$ cat config.mk
export PLATFORM = sky130hd
export DESIGN_NAME = bbwt_front
export DESIGN_NICKNAME = d
export VERILOG_FILES = /design/src/rtl/bbwt_pkg.sv /design/src/rtl/bbwt_front.sv
export SDC_FILE = /design/constraint.sdc
export NUM_CORES = 1
export LEC_CHECK = 0
export CAP_MARGIN = 20
export CORE_AREA = 2 2 300 302
export DETAILED_ROUTE_END_ITERATION = 8
export DIE_AREA = 0 0 302 304
export DONT_BUFFER_PORTS = 1
export PLACE_DENSITY = 0.45
export SLEW_MARGIN = 25
export SYNTH_ARGS = -nofsm -noshare
export SYNTH_HDL_FRONTEND = slang
export SYNTH_SLANG_ARGS = --single-unit
$ cat constraint.sdc
create_clock -name i_clk -period 29.6 [get_ports i_clk]
set_input_delay 4.44 -clock i_clk [delete_from_list [all_inputs] [get_ports i_clk]]
set_output_delay 4.44 -clock i_clk [all_outputs]
set_load 0.005 [all_outputs]
$ cat src/rtl/bbwt_pkg.sv
// shared types and constants of the world box transform block
package bbwt_pkg;

    localparam int unsigned QUEUE_DEPTH_DEF = 4;
    localparam int unsigned CFG_IDX_W = 3;
    localparam int unsigned CFG_DATA_W = 32;

    localparam logic [CFG_IDX_W-1:0] CFG_CENTER_X = 3'd0;
    localparam logic [CFG_IDX_W-1:0] CFG_CENTER_Y = 3'd1;
    localparam logic [CFG_IDX_W-1:0] CFG_CENTER_Z = 3'd2;
    localparam logic [CFG_IDX_W-1:0] CFG_HALF_X   = 3'd3;
    localparam logic [CFG_IDX_W-1:0] CFG_HALF_Y   = 3'd4;
    localparam logic [CFG_IDX_W-1:0] CFG_HALF_Z   = 3'd5;

    localparam logic [30:0] HALF_RESET = 31'd32768;

    typedef struct packed {
        logic signed [31:0] m_r0_c0;
        logic signed [31:0] m_r0_c1;
        logic signed [31:0] m_r0_c2;
        logic signed [31:0] m_r1_c0;
        logic signed [31:0] m_r1_c1;
        logic signed [31:0] m_r1_c2;
        logic signed [31:0] m_r2_c0;
        logic signed [31:0] m_r2_c1;
        logic signed [31:0] m_r2_c2;
        logic signed [31:0] m_r3_c0;
        logic signed [31:0] m_r3_c1;
        logic signed [31:0] m_r3_c2;
    } t_matrix;

    typedef struct packed {
        logic               changed;
        logic signed [31:0] world_center_x;
        logic signed [31:0] world_center_y;
        logic signed [31:0] world_center_z;
        logic        [30:0] world_extent_x;
        logic        [30:0] world_extent_y;
        logic        [30:0] world_extent_z;
    } t_box;

    typedef struct packed {
        logic    hit;
        t_matrix matrix;
    } t_job;

    typedef struct packed {
        logic                  we;
        logic [CFG_IDX_W-1:0]  idx;
    } t_cfg_ctl;

endpackage

$ cat src/rtl/bbwt_front.sv
// front end: matrix cache compare and job classification
module bbwt_front (
    input  logic                i_clk,
    input  logic                i_rst_n,
    input  bbwt_pkg::t_cfg_ctl  i_cfg,
    input  logic                i_valid,
    input  bbwt_pkg::t_matrix   i_matrix,
    input  logic                i_q_full,
    output logic                o_ready,
    output logic                o_push,
    output bbwt_pkg::t_job      o_job
);
    logic              r_cache_valid;
    bbwt_pkg::t_matrix r_cache;

    assign o_ready    = !i_q_full;
    assign o_push     = i_valid && !i_q_full;
    assign o_job.hit  = r_cache_valid && (i_matrix == r_cache);
    assign o_job.matrix = i_matrix;

    always_ff @(posedge i_clk) begin
        if (!i_rst_n) begin
            r_cache_valid <= 1'b0;
        end else begin
            if (o_push) begin
                r_cache_valid <= 1'b1;
            end
            // any write in range drops the cache
            if (i_cfg.we && i_cfg.idx <= bbwt_pkg::CFG_HALF_Z) begin
                r_cache_valid <= 1'b0;
            end
        end
        if (o_push) begin
            r_cache <= i_matrix;
        end
    end
endmodule

==> run summary <==
================================================================================
Result of the run .................................................    completed
Die width .........................................................       302 um
Power spent charging and discharging nets .........................       312 uW
Final setup violation count .......................................            0
Max Clock Skew ....................................................         0 ns
Unrepaired setup endpoints after global routing ...................        false
Final period demand of the worst path .............................     11.87 ns
Post-layout net count .............................................         1553
Synthesized netlist net count .....................................         1874
CP arrival ........................................................      7.43 ns
Initial core utilization ..........................................        21.9%
I/O pin cnt .......................................................          779
Maximum frequency from static timing analysis .....................     84.2 MHz
Syn avg cell area .................................................     13.2 um2
Number of standard-cell rows in the floorplan .....................          110
Critical Path Start Type ..........................................   input port
Core Box Area .....................................................    89000 um2
Maximum number of pins on one net before global-route repair ......          133
IR Drop Worst-Case VDD ............................................      45.2 uV
Actual transition at the worst max-transition pin .................     0.884 ns
Total length of routed wires ......................................     65800 um
Hold buffers post-CTS .............................................            0
Part of the Yosys area used for sequential elements ...............        59.2%
Async set-reset flop share out of synthesis .......................           0%
Overall via count from detail_route ...............................         9777
Mean number of vias per cell ......................................         4.11
Routed wire per std cell ..........................................      27.7 um
Total standard cell area after synthesis ..........................    19500 um2
All-layer global routing usage ....................................        14.0%
Most common library cells after synthesis ......................... buf_4 (384), edfxtp_1 (384), xnor2_1 (147)
Critical path type ................................................       in2out
Power per Cell Area ...............................................  68.2 nW/um2
Share of cells above drive strength 1 .............................        8.67%
Resized cells post-CTS ............................................            0
Area of the die ...................................................    91800 um2
Min-Delay Path Class ..............................................      reg2reg
Via count of the first global-routing pass ........................        10400
Final worst-path setup slack ......................................     17.73 ns
Wire length of the first global-routing pass ......................     87700 um
Final max-slew violation count ....................................            0
Top cells by area in the synthesized netlist ...................... edfxtp_1 (59%), buf_4 (15%), xnor2_1 (6.6%)
Placed Instance Area ..............................................    18200 um2
Net switching fraction of the power ...............................        23.1%
Layout Cells excl Fill ............................................         2379
Final design instance area without fill ...........................    19900 um2
Global placement routability congestion ...........................        0.762
Share of the synthesized area in the top cell type ................        59.1%
Number of DRC markers after the initial detailed-route iteration ..          481
#FFs+latches synth ................................................          385
Post-CTS Setup Bufs ...............................................            0
Worst slack after detailed placement ..............................     17.68 ns
Instance count of the mapped netlist ..............................         1482
Hold Violations, Final ............................................            0
Number of warnings printed during yosys synthesis .................            0
Half-perimeter wire length after detailed placement ...............     53400 um
Buffers added on ports ............................................            0
Pre-antenna DRT Iters .............................................            6
TritonCTS clock tree ..............................................          yes
Commonest register cell after synthesis ...........................     edfxtp_1
Setup_tns .........................................................         0 ns
Worst Hold Slack ..................................................     0.502 ns
Cell Int Power ....................................................      1.04 mW
Chip height .......................................................       304 um
Clock transition at path regs .....................................      0.05 ns
Number of fill cells ..............................................         9357
Number of enable flip-flop cells after synthesis ..................          384
H-tree Lvls .......................................................            2
Share of the clock period used by the worst path ..................        40.1%
Leakage power .....................................................      6.32 nW
Capturing element type of the critical path ....................... primary output
Number of CTS-inserted buffers ....................................           51
FF-to-FF setup slack ..............................................     28.98 ns
Number of nets still failing antenna checks after routing .........            0
Max FO, Critical Path .............................................            4
WP data required ..................................................     25.16 ns
Post-route DRC ....................................................            0
Root cell of the clock tree .......................................    clkbuf_16
Combined area of the multi-input logic cells ......................     4720 um2
Clock network power share .........................................        44.9%
Footprint of the flip-flops and latches ...........................    11600 um2
Number of antenna violations at the first check in global routing .            8
Combinational share of power ......................................         6.5%
Relative slew margins .............................................        39.5%
Sink Count ........................................................          385
Number of placed instances with taps included .....................         2284
Library cell with the largest summed area after synthesis .........     edfxtp_1
Max-capacitance violation count ...................................            0
Clock latency at the later pin of the worst-skew pair .............      0.60 ns
Area growth from synthesis to layout ..............................        1.76%
Share of power burned in registers ................................        48.6%
Total gr overflow .................................................            0
Synth unique cells ................................................           34
Buffers from clock root to sink, at most ..........................            3
================================================================================
## placed cells by master, fill, tap and decap left out, types with 3 or more instances in the layout
cell | netlist | final
a2111oi_2 | 7 | 8
nand2b_1 | 77 | 77
nor2b_1 | 89 | 88
clkbuf_1 | 0 | 6
xnor2_1 | 147 | 147
a2111o_1 | 18 | 18
o22ai_1 | 27 | 27
nor2b_4 | 3 | 4
clkinv_2 | 0 | 13
inv_1 | 100 | 100
buf_4 | 384 | 8
clkinv_4 | 0 | 4
a22o_1 | 9 | 9
clkinv_1 | 0 | 9
nand2_1 | 6 | 6
o2bb2ai_1 | 4 | 4
bufinv_16 | 0 | 4
diode_2 | 0 | 3
edfxtp_1 | 384 | 384
xor2_1 | 68 | 68
nor4_1 | 47 | 45
o2111ai_1 | 26 | 26
o221ai_1 | 5 | 5
nor2_1 | 3 | 3
nand4_1 | 49 | 49
clkbuf_16 | 0 | 53
a221oi_1 | 6 | 6
a2111oi_0 | 7 | 4
## through the flow
step	util [%]	power (mW)
5_1_grt	22.3	1.41
4_1_cts	22.3	1.38
6_report	22.3	1.35
2_1_floorplan	-	0.783
3_5_place_dp	20.5	0.761
3_3_place_gp	20.4	0.759
## power groups by stage
stage	sequential (mW)	combinational, mW	clock [mW]
detailed placement	0.669	0.0917	0
CTS	0.658	0.0922	0.632
floorplan	0.680	0.103	0
global placement	0.668	0.0911	0
global route	0.662	0.0980	0.651
finish	0.658	0.0881	0.608
## cell type report
| type | count | area share (%) |
|---|---|---|
| sequential | 385 | 58.2 |
| multi-input combinational | 612 | 23.8 |
| tap | 1176 | 7.41 |
| clock buffer | 59 | 6.79 |
| inverter | 101 | 1.91 |
| clock inverter | 33 | 1.40 |
| timing repair buffer | 10 | 0.460 |
| antenna | 3 | 0.0378 |
## worst max-delay path: stages
cell and delay [ns]:
nor2b_1 0.12, a2111oi_0 0.79, nand4_1 0.41, or4_1 0.63, nor4_1 0.59, and4_1 0.45
## logic make-up after synthesis
logic type | count (synthesis) | synth area share (%)
AND/OR/NAND/NOR | 282 | 9.06
XOR/XNOR | 215 | 9.65
flip-flops | 385 | 59.2
buffers and inverters | 485 | 16.7
AO/OA/AOI/OAI | 115 | 5.36
## state kept, by name, summed over array words and instances (netlist names)
register / cells
r_cache: 384
r_cache_valid: 1
## metal layers
layer  vias up  track usage, %  wire length [um]
met3        92            5.73              6430
met4         4            4.71              1820
met1      4866            16.1             26000
li1       4271               -                 -
met5         -               0                27
met2       544            23.3             31500
## final timing paths
path,from,end,cells past startpoint
worst max-delay path,i_matrix[285],o_job[384],6
worst min-delay path,r_cache_valid$_SDFFE_PP0P_,r_cache_valid$_SDFFE_PP0P_,1
worst max register to register,r_cache_valid$_SDFFE_PP0P_,r_cache_valid$_SDFFE_PP0P_,1
worst min register to register,r_cache_valid$_SDFFE_PP0P_,r_cache_valid$_SDFFE_PP0P_,1
Power figures use the tool's default switching activity.
