## src/rtl/bbwt_pkg.sv

```systemverilog
// shared types and constants of the world box transform block
package bbwt_pkg;

    localparam int unsigned QUEUE_DEPTH_DEF = 4;
    localparam int unsigned CFG_IDX_W = 3;
    localparam int unsigned CFG_DATA_W = 32;

    localparam logic [CFG_IDX_W-1:0] CFG_CENTER_X = 3'd0;
    localparam logic [CFG_IDX_W-1:0] CFG_CENTER_Y = 3'd1;
    localparam logic [CFG_IDX_W-1:0] CFG_CENTER_Z = 3'd2;
    localparam logic [CFG_IDX_W-1:0] CFG_HALF_X   = 3'd3;
    localparam logic [CFG_IDX_W-1:0] CFG_HALF_Y   = 3'd4;
    localparam logic [CFG_IDX_W-1:0] CFG_HALF_Z   = 3'd5;

    localparam logic [30:0] HALF_RESET = 31'd32768;

    typedef struct packed {
        logic signed [31:0] m_r0_c0;
        logic signed [31:0] m_r0_c1;
        logic signed [31:0] m_r0_c2;
        logic signed [31:0] m_r1_c0;
        logic signed [31:0] m_r1_c1;
        logic signed [31:0] m_r1_c2;
        logic signed [31:0] m_r2_c0;
        logic signed [31:0] m_r2_c1;
        logic signed [31:0] m_r2_c2;
        logic signed [31:0] m_r3_c0;
        logic signed [31:0] m_r3_c1;
        logic signed [31:0] m_r3_c2;
    } t_matrix;

    typedef struct packed {
        logic               changed;
        logic signed [31:0] world_center_x;
        logic signed [31:0] world_center_y;
        logic signed [31:0] world_center_z;
        logic        [30:0] world_extent_x;
        logic        [30:0] world_extent_y;
        logic        [30:0] world_extent_z;
    } t_box;

    typedef struct packed {
        logic    hit;
        t_matrix matrix;
    } t_job;

    typedef struct packed {
        logic                  we;
        logic [CFG_IDX_W-1:0]  idx;
    } t_cfg_ctl;

endpackage

```

## src/rtl/bbwt_queue.sv

```systemverilog
// short job queue between front and back
module bbwt_queue #(
    parameter int unsigned DEPTH = bbwt_pkg::QUEUE_DEPTH_DEF
) (
    input  logic           i_clk,
    input  logic           i_rst_n,
    input  logic           i_push,
    input  bbwt_pkg::t_job i_job,
    input  logic           i_pop,
    output logic           o_full,
    output logic           o_empty,
    output bbwt_pkg::t_job o_job
);
    localparam int unsigned PTR_W = (DEPTH > 1) ? $clog2(DEPTH) : 1;
    localparam int unsigned CNT_W = $clog2(DEPTH + 1);

    bbwt_pkg::t_job r_mem [DEPTH];
    logic [PTR_W-1:0] r_wr, r_rd;
    logic [CNT_W-1:0] r_cnt;

    assign o_full  = (r_cnt == CNT_W'(DEPTH));
    assign o_empty = (r_cnt == '0);
    assign o_job   = r_mem[r_rd];

    always_ff @(posedge i_clk) begin
        if (!i_rst_n) begin
            r_wr  <= '0;
            r_rd  <= '0;
            r_cnt <= '0;
        end else begin
            if (i_push) begin
                r_wr <= (r_wr == PTR_W'(DEPTH - 1)) ? '0 : r_wr + 1'b1;
            end
            if (i_pop) begin
                r_rd <= (r_rd == PTR_W'(DEPTH - 1)) ? '0 : r_rd + 1'b1;
            end
            if (i_push && !i_pop) begin
                r_cnt <= r_cnt + 1'b1;
            end else if (!i_push && i_pop) begin
                r_cnt <= r_cnt - 1'b1;
            end
        end
        if (i_push) begin
            r_mem[r_wr] <= i_job;
        end
    end
endmodule

```

## config.mk

```make
export PLATFORM = sky130hd
export DESIGN_NAME = bbwt_queue
export DESIGN_NICKNAME = d
export VERILOG_FILES = /design/src/rtl/bbwt_pkg.sv /design/src/rtl/bbwt_queue.sv
export SDC_FILE = /design/constraint.sdc
export NUM_CORES = 1
export LEC_CHECK = 0
export BUFFER_PORTS_ARGS = -buffer_cell sky130_fd_sc_hd__buf_4
export CORE_ASPECT_RATIO = 0.8
export CORE_MARGIN = 2
export CORE_UTILIZATION = 59
export CTS_BUF_LIST = sky130_fd_sc_hd__clkbuf_4
export DETAILED_ROUTE_END_ITERATION = 7
export GPL_ROUTABILITY_DRIVEN = 0
export HOLD_SLACK_MARGIN = 0.12
export PLACE_DENSITY = 0.82
export SYNTH_ARGS = -nofsm -noshare
export SYNTH_HDL_FRONTEND = slang
export SYNTH_SLANG_ARGS = --single-unit
```

## constraint.sdc

```tcl
create_clock -name i_clk -period 13.3 [get_ports i_clk]
set_clock_uncertainty 0.05 [all_clocks]
set_input_delay 1.995 -clock i_clk [delete_from_list [all_inputs] [get_ports i_clk]]
set_output_delay 1.995 -clock i_clk [all_outputs]
set_load 0.05 [all_outputs]
```

==> qor.txt <==
Final hold vios -> 0
Share of the synthesized area in the top cell type -> 82.5%
Proportion of synthesized area in mux cells -> 15.5%
Internal Power -> 7.99 mW
Via density -> 5.86
GRT Util Overall -> 25.4%
Crit-path max FO -> 49
Crit start category -> flip-flop
Clk buf depth -> 4
Root Buffer -> clkbuf_4
Sw frac -> 26.1%
Clk Latency, worst-skew pair -> 1250 ps
Adder-Cell Fraction of Synth Area -> 0.170%
CP dominant cell by count -> buf_4
Synth Flop Type -> edfxtp_1
Sequential share of power -> 52.4%
Crit path max-delay family -> buffers and inverters
Avg Cell Area, Syn -> 27.3 um2
Stages on the worst setup path -> 5
Outcome -> completed
1st-iter DRT viols -> 2582
Fmax -> 133 MHz
Combinational Power Share -> 14.0%
Critical Path Slowest Stage Cell -> dfxtp_4
Port buffer count -> 775
Setup TNS -> 0 ps
Mapped Area -> 56000 um2
Yosys cell types -> 21
Post-route ant nets -> 0
Crit path kind -> flip-flop to primary output
Worst Setup EP -> o_job[190]
Final instance area -> 67400 um2
Asr flop ratio synth -> 0%
DR pass1 iterations -> 5
Cell count after synthesis -> 2055
Hold Buf Count CTS -> 0
DRC violations left -> 0
CTS sink cnt -> 1549
Worst min path class -> flip-flop to flip-flop
Tmin final -> 7500 ps
Placed Area -> 63000 um2
Layout cell share with drive strength beyond 1 -> 50.9%
Slew of the pin with the lowest slew margin -> 1270 ps
Leakage -> 22.9 nW
Slew headroom -> 15.2%
Initial antenna violation count -> 25
Final slew viol count -> 0
Synth cell count leaders -> edfxtp_1, mux4_2, buf_2, buf_6, dfxtp_1
CTS clock-pin slew for the worst setup and hold paths -> 60 ps
Die W -> 349 um
Worst path cell trace -> buf_4 > buf_4 > buf_4 > mux4_2 > buf_4
Post-synthesis simple-gate area fraction -> 0.161%
Power share of the clock group -> 33.6%
Syn nets -> 2451
Cts bufs inserted -> 369
TritonCTS clock tree -> built
Post-CTS Setup Repair Bufs -> 0
Post-CTS Resized -> 0
RSZ-0062 raised after global routing -> no
Worst path max stage delay -> 950 ps
CP bufs+invs -> 4
Area contributors post-synth -> edfxtp_1, mux4_2, buf_6
Via count -> 27200
Sequential area share after synthesis -> 82.8%
Worst vdd ir -> 116 uV
Largest area contributor in the netlist -> edfxtp_1
Synth warnings -> 0
Final HPWL DP -> 75800 um
EDFF count, synth -> 1540
Count leader, synth -> edfxtp_1
First-pass GRT wire length -> 181000 um
Pwr Density -> 160 nW/um2
Final period util -> 56.4%
Die Area -> 97500 um2
Main combinational cell family by area after synthesis -> multiplexers
Reg2Reg Setup Slack -> 9460 ps
P_sw -> 2.82 mW
WL per Instance -> 26.8 um
Number of global-route vias before repair -> 29000
GRT Residual Overflow -> 0
Post-Synth XOR/XNOR Area -> 0.0313%
Reg2reg path depth -> 5
I/O pin cnt -> 776
CTS H-tree lvls -> 5
Starting density of the core -> 59.3%
Req. time, crit path -> 11260 ps
Core Box Area -> 94500 um2
Largest net degree at the start of global routing -> 147
Die height -> 280 um
Reg-to-reg endpoint -> r_mem[2][109]$_DFFE_PP_
CP Capture Type -> primary output
Final Power -> 10.8 mW
Post-synthesis register bit count -> 1549
Area Overhead vs Synth -> 20.3%
Max_cap viols -> 0
Row cnt -> 101
Nets -> 3542
Critical Path AT -> 5450 ps
Compound-Gate Fraction of Synth Area -> 0.0357%
Setup Viol. Count Final -> 0
Worst r2r src -> r_wr[0]$_SDFFE_PN0P_
Total wire length -> 124000 um
## flip-flops by register name (all words and copies together), names as in the netlist, named ones only
register and count:
r_cnt 3, r_wr 2, r_rd 2, r_mem 1540
## final cells by class
| cell class | count | area [um2] |
|---|---|---|
| diodes | 21 | 52.6 |
| clock buffers | 507 | 3810 |
| clock inverters | 94 | 557 |
| fillers | 5184 | 27100 |
| inverters | 4 | 15.0 |
| multi-input cells | 416 | 8940 |
| flip-flops and latches | 1549 | 46400 |
| well taps | 1236 | 1550 |
| repair buffers | 806 | 6080 |
## power by group through the flow
stage | logic [mW] | registers, mW | clock network, mW
2_1_floorplan | 1.01 | 5.82 | 0
3_3_place_gp | 1.49 | 5.75 | 0
3_5_place_dp | 1.52 | 5.77 | 0
4_1_cts | 1.53 | 5.67 | 3.73
5_1_grt | 1.57 | 5.68 | 3.96
6_report | 1.52 | 5.67 | 3.63
## tightest hold or removal path: stages (launching register included)
cell	delay [ps]
dfxtp_1	330
o21ai_0	90
a21boi_0	80
## cells in the final DEF, fill, tap and decap left out, types with 5 or more instances in the layout
master / n
nor2b_1: 5
clkinv_1: 78
ha_1: 6
mux4_2: 385
clkinv_2: 5
buf_4: 804
dfxtp_1: 7
clkbuf_4: 507
edfxtp_1: 1540
diode_2: 21
bufinv_16: 7
## metal layers
layer | wire, um | global-route usage [%] | up-vias
met5 | 104 | 0 | -
met4 | 4860 | 12.7 | 18
met3 | 11700 | 9.20 | 300
met2 | 65800 | 42.0 | 1466
met1 | 41800 | 29.7 | 14000
li1 | - | - | 11400
## logic make-up (layout without fill, tap and decap cells)
logic type,count (synthesis),in the layout
mux,389,389
simple gates,15,15
xor+xnor,2,2
fa+ha+maj,7,7
compound gates,3,3
flops,1549,1549
buf+inv,90,1411
other cells,0,21
## stage by stage
stage	cells	setup slack, ps	utilization [%]	hold slack (ps)
2_1_floorplan	2055	1800	-	422
3_3_place_gp	4011	6870	66.7	436
3_5_place_dp	4011	6800	66.7	484
4_1_cts	4612	5460	71.3	497
5_1_grt	4632	5190	71.3	546
6_report	4633	5800	71.3	489
## how the worst min path moves through the flow
stage	from	to	slack [ps]	depth (start not counted)
after floorplan	r_cnt[2]$_SDFFE_PN0P_	r_cnt[2]$_SDFFE_PN0P_	420	2
after global routing	r_rd[1]$_SDFFE_PN0P_	flip-flop	550	2
final	r_cnt[2]$_SDFFE_PN0P_	r_cnt[2]$_SDFFE_PN0P_	490	2
after detailed placement	r_cnt[2]$_SDFFE_PN0P_	r_cnt[2]$_SDFFE_PN0P_	480	2
after CTS	r_cnt[2]$_SDFFE_PN0P_	r_cnt[2]$_SDFFE_PN0P_	500	2
after global placement	r_cnt[2]$_SDFFE_PN0P_	r_cnt[2]$_SDFFE_PN0P_	440	2
Power figures use the tool's default switching activity.
